`src/design/mbg_pkg.sv`:
```
// Shared constants, types and helper functions of the maze generator.
`default_nettype none
package mbg_pkg;

  localparam int MAX_ROWS    = 64;
  localparam int MAX_COLS    = 64;
  localparam int STACK_DEPTH = 1024;

  localparam int ROW_W  = $clog2(MAX_ROWS);
  localparam int COL_W  = $clog2(MAX_COLS);
  localparam int CELL_W = ROW_W + COL_W;
  localparam int SP_W   = $clog2(STACK_DEPTH);
  localparam int CNT_W  = SP_W + 1;

  localparam int DIM_W = 7;
  localparam int RND_W = 16;
  localparam int OUT_ROW_W = 6;
  localparam int OUT_COL_W = 6;

  localparam int MAX_DIM = (MAX_ROWS > MAX_COLS) ? MAX_ROWS : MAX_COLS;
  localparam int WALL_W  = $clog2(MAX_DIM / 2 + 1);
  localparam int DIV_W   = $clog2(MAX_DIM / 2 + 1);
  localparam int ITER_W  = $clog2(RND_W + 1);

  // floor(n / 5) as (n * 205) >> 10, exact for the clamped dimensions
  localparam int RECIP    = 205;
  localparam int RECIP_W  = 8;
  localparam int RECIP_SH = 10;
  localparam int OPEN_SAT = 15;
  localparam int OPEN_W   = 4;

  localparam int CFG_IDX_W = 1;
  localparam logic [CFG_IDX_W-1:0] CFG_HEIGHT = 1'b0;
  localparam logic [CFG_IDX_W-1:0] CFG_WIDTH  = 1'b1;
  localparam logic [DIM_W-1:0] DIM_RESET = 7'd32;

  typedef enum logic [1:0] {
    PH_WALK,
    PH_RIGHT,
    PH_BOTTOM
  } step_phase_e;

  typedef enum logic [1:0] {
    OUT_FORWARD,
    OUT_BACK,
    OUT_RIGHT,
    OUT_BOTTOM
  } out_phase_e;

  typedef enum logic [1:0] {
    DIR_UP,
    DIR_DOWN,
    DIR_LEFT,
    DIR_RIGHT
  } dir_e;

  typedef enum logic [3:0] {
    ST_IDLE,
    ST_RD_UP,
    ST_RD_DN,
    ST_RD_ROW,
    ST_EVAL,
    ST_POP,
    ST_DIV_GO,
    ST_DIV,
    ST_EDGE_RD,
    ST_EDGE_EVAL
  } state_e;

  typedef struct packed {
    logic             re;
    logic [ROW_W-1:0] addr;
  } bm_rd_t;

  typedef struct packed {
    logic                we;
    logic [ROW_W-1:0]    addr;
    logic [MAX_COLS-1:0] data;
    logic [MAX_COLS-1:0] mask;
  } bm_wr_t;

  // v mod 3: base-4 digits sum to the same residue
  function automatic logic [1:0] mod3(input logic [RND_W-1:0] v);
    logic [4:0] s;
    logic [2:0] t;
    s = '0;
    for (int i = 0; i < RND_W / 2; i++) begin
      s = s + 5'(v[2*i +: 2]);
    end
    t = 3'(s[4]) + 3'(s[3:2]) + 3'(s[1:0]);
    if (t >= 3'd6) begin
      t = t - 3'd6;
    end else if (t >= 3'd3) begin
      t = t - 3'd3;
    end
    return t[1:0];
  endfunction

  function automatic logic [OPEN_W-1:0] open_count(input logic [DIM_W-1:0] n);
    logic [DIM_W+RECIP_W-1:0] p;
    p = (DIM_W + RECIP_W)'(n) * (DIM_W + RECIP_W)'(RECIP);
    p = p >> RECIP_SH;
    return (p > (DIM_W + RECIP_W)'(OPEN_SAT)) ? OPEN_W'(OPEN_SAT) : OPEN_W'(p);
  endfunction

endpackage
`default_nettype wire

```
`src/design/mbg_mod.sv`:
```
// Restoring remainder unit: one dividend bit per cycle.
`default_nettype none
module mbg_mod (
  input  logic                      clk_i,
  input  logic                      rst_ni,
  input  logic                      start_i,
  input  logic [mbg_pkg::RND_W-1:0] dividend_i,
  input  logic [mbg_pkg::DIV_W-1:0] divisor_i,
  output logic                      busy_o,
  output logic [mbg_pkg::DIV_W-1:0] rem_o
);
  import mbg_pkg::*;

  logic              busy_q, busy_d;
  logic [ITER_W-1:0] iter_q, iter_d;
  logic [RND_W-1:0]  dvd_q, dvd_d;
  logic [DIV_W-1:0]  dvs_q, dvs_d;
  logic [DIV_W-1:0]  rem_q, rem_d;
  logic [DIV_W:0]    trial;

  always_comb begin
    busy_d = busy_q;
    iter_d = iter_q;
    dvd_d  = dvd_q;
    dvs_d  = dvs_q;
    rem_d  = rem_q;
    trial  = {rem_q, dvd_q[RND_W-1]};
    if (start_i) begin
      busy_d = 1'b1;
      iter_d = ITER_W'(RND_W);
      dvd_d  = dividend_i;
      dvs_d  = divisor_i;
      rem_d  = '0;
    end else if (busy_q) begin
      // shift in the next bit, subtract when it fits
      if (trial >= {1'b0, dvs_q}) begin
        rem_d = DIV_W'(trial - {1'b0, dvs_q});
      end else begin
        rem_d = DIV_W'(trial);
      end
      dvd_d  = dvd_q << 1;
      iter_d = iter_q - ITER_W'(1);
      busy_d = (iter_q != ITER_W'(1));
    end
  end

  always_ff @(posedge clk_i or negedge rst_ni) begin
    if (!rst_ni) begin
      busy_q <= 1'b0;
      iter_q <= '0;
    end else begin
      busy_q <= busy_d;
      iter_q <= iter_d;
    end
  end

  always_ff @(posedge clk_i) begin
    dvd_q <= dvd_d;
    dvs_q <= dvs_d;
    rem_q <= rem_d;
  end

  assign busy_o = busy_q;
  assign rem_o  = rem_q;

endmodule
`default_nettype wire

```
`config.mk`:
```
export PLATFORM = sky130hd
export DESIGN_NAME = mbg_mod
export DESIGN_NICKNAME = d
export VERILOG_FILES = /design/src/design/mbg_pkg.sv /design/src/design/mbg_mod.sv
export SDC_FILE = /design/constraint.sdc
export NUM_CORES = 1
export LEC_CHECK = 0
export ABC_AREA = 0
export BUFFER_PORTS_ARGS = -buffer_cell sky130_fd_sc_hd__buf_2
export CAP_MARGIN = 40
export CORE_MARGIN = 2
export CORE_UTILIZATION = 59
export CTS_CLUSTER_DIAMETER = 30
export DETAILED_ROUTE_END_ITERATION = 12
export MAX_ROUTING_LAYER = met4
export PLACE_DENSITY_LB_ADDON = 0.08
export SYNTH_ARGS = -nofsm -noshare
export SYNTH_HDL_FRONTEND = slang
export SYNTH_SLANG_ARGS = --single-unit
```
`constraint.sdc`:
```
create_clock -name clk_i -period 2.5 [get_ports clk_i]
set_input_delay 0.5 -clock clk_i [delete_from_list [all_inputs] [get_ports clk_i]]
set_output_delay 0.5 -clock clk_i [all_outputs]
set_load 0.005 [all_outputs]
```
# Word level (Yosys, flattened, before mapping)

Cells that the tools add are included.

Flip-flop bits (word level): 34
Output and inout bits: 7

$add $sub $neg: 2
Order comparisons: 1
Equality and inequality tests: 1
Mux-type cells: 7
Reduce and logical (&&, ||, !) cells: 1

Operators by type and width:

| operator                                         | count |
|---|---|
| two-way mux 16 bit                               | 2 |
| two-way mux 5 bit                                | 2 |
| >= comparator 7 x 6 -> 1 bit                     | 1 |
| two-way mux 6 bit                                | 1 |
| subtractor 6 bit                                 | 1 |
| != test 5 x 1 -> 1 bit, second input constant    | 1 |
| subtractor 5 x 1 -> 5 bit, second input constant | 1 |
| two-way mux 1 bit                                | 2 |
| nonzero test 2 bit                               | 1 |

# Longest topological paths before layout

Gate-level depths: netlist of the first run.

Depth after elaboration: 3
Depth in mapped cells: 8

# Least setup slack after synthesis of the first run

Ideal clock, no wire load.

Path type: register to register
Start: register dvd_q[15]
End: register rem_q[0] (netlist: rem_o[0])
Arrival: 1.631 ns
Required time: 2.405 ns
Setup slack: 0.774 ns
Stages on the path, launching flop included: 8
Buffers on the path: 0
Cells stage by stage: edfxtp_1 inv_1 ha_1 or2b_1 a21oi_2 o211ai_4 a2111o_1 o311ai_1

Word-level cells in the longest chain between the ends: 2

RTL lines:

| what                                                             | RTL line                     | source |
|---|---|---|
| from (decl)                                                      | mbg_mod.sv:16                | `logic [RND_W-1:0] dvd_q, dvd_d;` |
| from (signal assigned)                                           | mbg_mod.sv:58                | `dvd_q <= dvd_d;` |
| subtractor 6 bit or >= comparator 7 x 6 -> 1 bit (tied branches) | mbg_mod.sv:37, mbg_mod.sv:36 |  |
| two-way mux 6 bit (*)                                            | mbg_mod.sv:36                | `if (trial >= {1'b0, dvs_q}) begin` |
| to (signal assigned)                                             | mbg_mod.sv:60                | `rem_q <= rem_d;` |
| to (decl)                                                        | mbg_mod.sv:18                | `logic [DIV_W-1:0] rem_q, rem_d;` |

Mark *: on every way between the ends. The rest lies on a longest branch, timed or not.
A chain may end at the register's enable or synchronous reset.

# Worst setup path in the final report of the first run

Start: register dvs_q[0]
End: register rem_q[4] (netlist: rem_o[4])

Word-level cells in the longest chain between the ends: 2

RTL lines:

| what                                                             | RTL line                     | source |
|---|---|---|
| from (decl)                                                      | mbg_mod.sv:17                | `logic [DIV_W-1:0] dvs_q, dvs_d;` |
| from (signal assigned)                                           | mbg_mod.sv:59                | `dvs_q <= dvs_d;` |
| subtractor 6 bit or >= comparator 7 x 6 -> 1 bit (tied branches) | mbg_mod.sv:37, mbg_mod.sv:36 |  |
| two-way mux 6 bit (*)                                            | mbg_mod.sv:36                |  |

Marked as above.

==> metrics.txt, run 1 <==
setup violators final=0; syn_area_per_cell=12.2 sq um; unrepaired setup endpoints after global routing=no; layout cell share with drive strength beyond 1=0.337; Antenna Nets Post-Route=0; clk root buf=clkbuf_4; drt pass-1 iters=8; Worst Skew=0.00977 ns; Rel. slew slack=0.578; CP Capture Type=flip-flop; die area=3430 sq um; vias per inst=5.72; ANT cells=0; # clock sinks=34; die height=58.6 microns; num rows=19; flops & latches, synth=34; FMAX=0.534 GHz; Placeable Area=2810 sq um; Final nets=215; vias post-DR=1,212; wire per inst=15.1 microns; remaining global-route overflow=0; critical path data arrival time=2.09 ns; CTS H-tree lvls=2; register area share after synthesis=0.529; Clock Power Share=0.145; drt total wl=3.20 mm; Hold/Removal Path Class=input port to flip-flop; Initial Util=0.627; CTS clk-pin slew, worst paths=0.10 ns; logic gate share of total power=0.409; syn_nets=179; final slew viol count=0; Tot GR Track Use=0.220; Syn Inst Count=144; most common cell after layout, fill and taps aside=buf_2; TritonCTS buffer count=5; num ports=32; Setup Total Neg Slack=0 ns; vias in the first global route=1,227; Worst setup SP type=flip-flop; Buffers on Ports=31; Leakage=0.000866 uW; Net Switching=692 uW; Clock Latency Late Sink=0.32 ns; Max-Cap Viols=0; antenna violations before repair=0; outcome=complete, but fails checks; GP Congestion=0.846; PostCTS Resize Cnt=0; commonest cells after routing, fill and taps aside=buf_2, edfxtp_1, mux2_2; Final Hold Violating Endpoints=0; post-CTS setup buffers=0; worst-margin pin slew=0.632 ns; Post-Syn Area=1760 sq um; Switching Fraction=0.367; P&R area growth vs syn=14.0%; CTS max path bufs=2; CTS tree=done; Setup WS post-layout=0.628 ns; synth unique cells=39; drt drc=1; worst slack, placed=0.596 ns; Max FO, Critical Path=2; largest net degree at the start of global routing=21; final worst-path cycle share=0.749; Setup CP Type=flip-flop to flip-flop; Fill cells=231; placed wire-length estimate=2.39 mm; die width=58.6 microns; part of the power in registers=0.446; yosys warns=0; initial DRC count=65; failing checks=design-rule violations; pwr/cell area=939 nW/um^2; Worst EP required=2.71 ns; first-pass GRT wire length=5.34 mm; Internal Power=1190 uW; Min Clock Period, post-route=1.87 ns; Max IR drop VDD=506 uV
[critical path: stages (launching register included)]
cell and delay, ns:
edfxtp_1 0.41, ha_1 0.21, fa_1 0.38, nand2b_1 0.17, a21oi_1 0.16, xnor2_1 0.16
nand4_1 0.12, o311a_1 0.16
[cells in the mapped netlist]
library cell / count / area [sq um]
nor3_1: 4 / 20.0
nor2_8: 1 / 20.0
o2111ai_1: 1 / 8.76
clkbuf_1: 4 / 15.0
or2b_1: 1 / 7.51
a211oi_1: 1 / 7.51
nor2_1: 12 / 45.0
a2111o_1: 1 / 11.3
inv_1: 12 / 45.0
mux2_2: 15 / 169
a21oi_4: 1 / 16.3
o21ai_0: 3 / 15.0
a21oi_2: 1 / 8.76
o21ai_2: 1 / 8.76
nand3_1: 4 / 20.0
nand2_1: 7 / 26.3
a21o_1: 1 / 7.51
dfxtp_1: 6 / 120
a311oi_1: 1 / 8.76
o311a_1: 2 / 20.0
nor4b_1: 1 / 8.76
o311ai_2: 1 / 16.3
nand3_2: 1 / 10.0
xnor2_1: 5 / 43.8
and2_1: 1 / 6.26
o311ai_1: 1 / 8.76
nor4_1: 1 / 6.26
dfrtp_1: 6 / 150
fa_1: 1 / 20.0
edfxtp_1: 22 / 661
a21oi_1: 4 / 20.0
o211ai_1: 2 / 15.0
nand2b_1: 2 / 12.5
xor2_1: 1 / 8.76
ha_1: 9 / 113
o21a_1: 2 / 15.0
nand4_1: 3 / 18.8
o211ai_4: 1 / 21.3
inv_2: 1 / 3.75
[flip-flops by register name (all words and copies together), names as in the netlist]
register  cells
dvd_q        16
dvs_q         6
rem_o         6
iter_q        5
busy_o        1
[per-layer routing]
| layer | GRT usage | part of all wire |
|---|---|---|
| met5 | - | 0 |
| met4 | 0.117 | 0.034 |
| met2 | 0.343 | 0.49 |
| met1 | 0.272 | 0.43 |
| met3 | 0.0440 | 0.041 |
[final timing paths]
kind / end / from / slack (ns) / cells past startpoint
max: rem_o[4] / dvs_q[0] / 0.63 / 7
min in group asynchronous: iter_q[0] / rst_ni / 0.56 / 2
min: dvs_q[3] / divisor_i[3] / 0.35 / 1
max reg2reg: rem_o[4] / dvs_q[0] / 0.63 / 7
max in group asynchronous: busy_o / rst_ni / 1.79 / 2
min reg2reg: rem_o[2] / rem_o[2] / 0.55 / 2
[layout make-up]
type / instances / area [sq um] / share of cell area
Clock buffer: 6 / 41.3 / 0.0206
Clock inverter: 2 / 8.76 / 0.00437
Inverter: 13 / 48.8 / 0.0243
Multi-Input combinational cell: 93 / 764 / 0.381
Sequential cell: 34 / 931 / 0.464
Tap cell: 31 / 38.8 / 0.0193
Timing Repair Buffer: 33 / 173 / 0.0861
[repair_timing]
action | 4_1_cts | 5_1_grt
hold endpoints to repair | 6 | 0
endpoints found under the setup margin | 0 | 0
hold buffers | 1 | 0
[through the flow]
step,hold slack [ns],total power (uW),util,instance area [sq um],std cells
after CTS,0.330,1900,0.715,2010,212
after detailed placement,0.326,1620,0.694,1950,203
after global placement,0.327,1590,0.694,1950,203
final,0.346,1880,0.715,2010,212
after floorplan,0.204,1410,-,1760,144
after global routing,0.320,2030,0.715,2010,212
[power by group through the flow]
stage               combinational (uW)  clock (uW)  sequential [uW]
floorplan                          589           0              821
global placement                   748           0              844
detailed placement                 766           0              851
CTS                                774         287              840
global route                       865         306              855
finish                             771         273              840
[cells by family (layout without fill, tap and decap cells)]
logic type	Yosys count	count (layout)	synth area share
simple gates	38	38	0.115
flops	34	34	0.529
compound gates	24	24	0.119
buf+inv	17	54	0.0363
mux	15	15	0.0960
fa+ha+maj	10	10	0.0754
xor+xnor	6	6	0.0299
No activity file was read; power rests on OpenSTA's default activity.
==> run 2: changes to the inputs <==
--- a/config.mk
+++ b/config.mk
@@ -9,7 +9,7 @@
 export BUFFER_PORTS_ARGS = -buffer_cell sky130_fd_sc_hd__buf_2
 export CAP_MARGIN = 40
 export CORE_MARGIN = 2
-export CORE_UTILIZATION = 59
+export CORE_UTILIZATION = 49
 export CTS_CLUSTER_DIAMETER = 30
 export DETAILED_ROUTE_END_ITERATION = 12
 export MAX_ROUTING_LAYER = met4
==> constraint.sdc (replaced) <==
create_clock -name clk_i -period 1.6 [get_ports clk_i]
set_input_delay 0.32 -clock clk_i [delete_from_list [all_inputs] [get_ports clk_i]]
set_output_delay 0.32 -clock clk_i [all_outputs]
set_load 0.005 [all_outputs]
==> run 2 against run 1 <==
Compared with the run above: the run ends with negative setup slack left; fmax grew 4.1%; sequential share of layout area shrank 5.9 points; hold slack lost 0.18 ns; clock power up 140%; routed wire length grew 4.3%; final cell count increased by 17%; non-clock buffer count grew 21; sequential cell count unchanged; setup slack got worse by 0.83 ns.
==> metrics.txt, run 2 (synthesis results as in run 1) <==
outcome=complete, but fails checks (unchanged); failing checks=negative setup slack (was design-rule violations); FMAX=0.556 GHz (was 0.534 GHz); drt pass-1 iters=4 (was 8); final core utilization=0.677 (was 0.715); worst r2r src=dvd_q[15] (was dvs_q[0]); die width=63.9 microns (was 58.6 microns); Crit path largest cell delay=0.39 ns (was 0.41 ns); Final Hold Violating Endpoints=0 (unchanged); register-to-register setup slack=-0.20 ns (was 0.63 ns); # clock sinks=34 (unchanged); setup violators final=6 (was 0); initial DRC count=78 (was 65); Buf/Inv on CP=1 (was 0); WHS Endpoint=dvs_q[1] (was dvs_q[3]); Clock Latency Late Sink=0.33 ns (was 0.32 ns); Setup WS post-layout=-0.198 ns (was 0.628 ns); vias post-DR=1,289 (was 1,212); Hold Startpoint=divisor_i[1] (was divisor_i[3]); Worst Skew=0.00536 ns (was 0.00977 ns); most common cell after layout, fill and taps aside=buf_2 (unchanged); r2r worst-path depth=7 (unchanged); Worst EP required=1.82 ns (was 2.71 ns); Initial Util=0.519 (was 0.627); CTS max path bufs=2 (unchanged); Setup CP Type=flip-flop to flip-flop (unchanged); antenna violations before repair=0 (unchanged); Worst setup SP type=flip-flop (unchanged); Fill cells=257 (was 231); Placed Instances=238 (was 203); remaining global-route overflow=0 (unchanged); die area=4090 sq um (was 3430 sq um); Final nets=236 (was 215); Rel. slew slack=0.777 (was 0.578); vias in the first global route=1,365 (was 1,227); num ports=32 (unchanged); CP Cell Sequence=inv_2 > ha_4 > or2b_1 > a21oi_2 > o21a_1 > o21ai_2 > o311a_1 (was ha_1 > fa_1 > nand2b_1 > a21oi_1 > xnor2_1 > nand4_1 > o311a_1); Final Non-Filler Cells=248 (was 212); Biggest register=dvd_q (unchanged); worst r2r dst=rem_o[3] (was rem_o[4]); CTS clk-pin slew, worst paths=0.11 ns (was 0.10 ns); Max FO, Critical Path=3 (was 2); GP Congestion=0.947 (was 0.846); critical path data arrival time=2.02 ns (was 2.09 ns); wire per inst=13.5 microns (was 15.1 microns); ANT cells=0 (unchanged); WHS Path Cells=1 (unchanged); Max IR drop VDD=821 uV (was 506 uV); worst-margin pin slew=0.332 ns (was 0.632 ns); Min Clock Period, post-route=1.80 ns (was 1.87 ns); number of flip-flops in the largest register=16 (unchanged); CTS tree=done (unchanged); CTS H-tree lvls=2 (unchanged); commonest cells after routing, fill and taps aside=buf_2, edfxtp_1, buf_4 (was buf_2, edfxtp_1, mux2_2); hold_ws=0.163 ns (was 0.346 ns); Leakage=0.000989 uW (was 0.000866 uW); P&R area growth vs syn=30.5% (was 14.0%); clk root buf=clkbuf_4 (unchanged); Antenna Nets Post-Route=0 (unchanged); drt drc=0 (was 1); vias per inst=5.20 (was 5.72); layout cell share with drive strength beyond 1=0.460 (was 0.337); final slew viol count=0 (unchanged); Hold/Removal Path Class=input port to flip-flop (unchanged); Placeable Area=3390 sq um (was 2810 sq um); placed wire-length estimate=2.57 mm (was 2.39 mm); Max-Cap Viols=0 (unchanged); Max stage delay cell, worst path=edfxtp_1 (unchanged); pwr/cell area=1580 nW/um^2 (was 939 nW/um^2); largest net degree at the start of global routing=17 (was 21); first-pass GRT wire length=6.00 mm (was 5.34 mm); cell family with most CP delay=compound AO/OA/AOI/OAI gates (was adder cells); final worst-path cycle share=1.12 (was 0.749); Tot GR Track Use=0.200 (was 0.220); drt total wl=3.34 mm (was 3.20 mm); unrepaired setup endpoints after global routing=yes (was no); num rows=21 (was 19); CP Capture Type=flip-flop (unchanged); TritonCTS buffer count=5 (unchanged); Buffers on Ports=31 (unchanged); die height=63.9 microns (was 58.6 microns)
-- run 2: cell types whose count changed in the layout (fill, tap and decap cells not counted), sizes merged --
cell and change:
buf +21, clkinv -2, bufinv +1, clkbuf +1
-- run 2: metrics by stage --
stage	total power [uW]	TNS [ns]	area, sq um	setup slack, ns
final	3620	-0.743	2300	-0.198
after global routing	3880	-1.36	2300	-0.300
after CTS	3620	-0.823	2280	-0.198
after detailed placement	2910	-0.688	2170	-0.178
after global placement	2860	-0.531	2170	-0.142
after floorplan	2270	-0.261	1800	-0.0853
-- run 2: worst reg2reg max path, cell delays in order, from the launching register on --
cell and delay, ns:
edfxtp_1 0.39, inv_2 0.10, ha_4 0.21, or2b_1 0.23, a21oi_2 0.20, o21a_1 0.18
o21ai_2 0.08, o311a_1 0.29
-- run 2: how the worst max path moves through the flow --
stage | start | to | cells after the start
2_1_floorplan | dvd_q[15] | rem_o[0] | 7
3_3_place_gp | dvd_q[15] | rem_o[3] | 7
3_5_place_dp | dvd_q[15] | rem_o[3] | 7
4_1_cts | dvd_q[15] | rem_o[3] | 7
5_1_grt | dvd_q[15] | rem_o[3] | 7
6_report | dvd_q[15] | rem_o[3] | 7
-- run 2: repair_timing --
item / 4_1_cts / 5_1_grt
gates resized for setup: 3 / 1
buffers inserted: 1 / 0
endpoints found under the setup margin: 6 / 6
gates cloned: 0 / 0
pin swaps: 4 / 2
endpoints found under the hold margin: 6 / 0
hold buffers: 1 / 0
-- run 2: metal layers --
metal	global-route usage	up-vias	wire, microns
li1	-	639	-
met1	0.230	609	1450
met2	0.333	39	1690
met3	0.0669	2	177
met4	0.0571	0	18
met5	-	-	0
-- run 2: final cells by class --
| cell class | count | area (sq um) | area share |
|---|---|---|---|
| Timing Repair Buffer | 54 | 343 | 0.149 |
| Multi-Input combinational cell | 93 | 831 | 0.362 |
| Clock inverter | 1 | 30.0 | 0.0131 |
| Clock buffer | 7 | 55.1 | 0.0240 |
| Sequential cell | 34 | 931 | 0.405 |
| Inverter | 13 | 48.8 | 0.0213 |
| Tap cell | 46 | 57.6 | 0.0251 |
-- run 2: power by group --
| part | switching (uW) | internal (uW) |
|---|---|---|
| combinational | 792 | 872 |
| clock | 285 | 373 |
| sequential | 156 | 1140 |
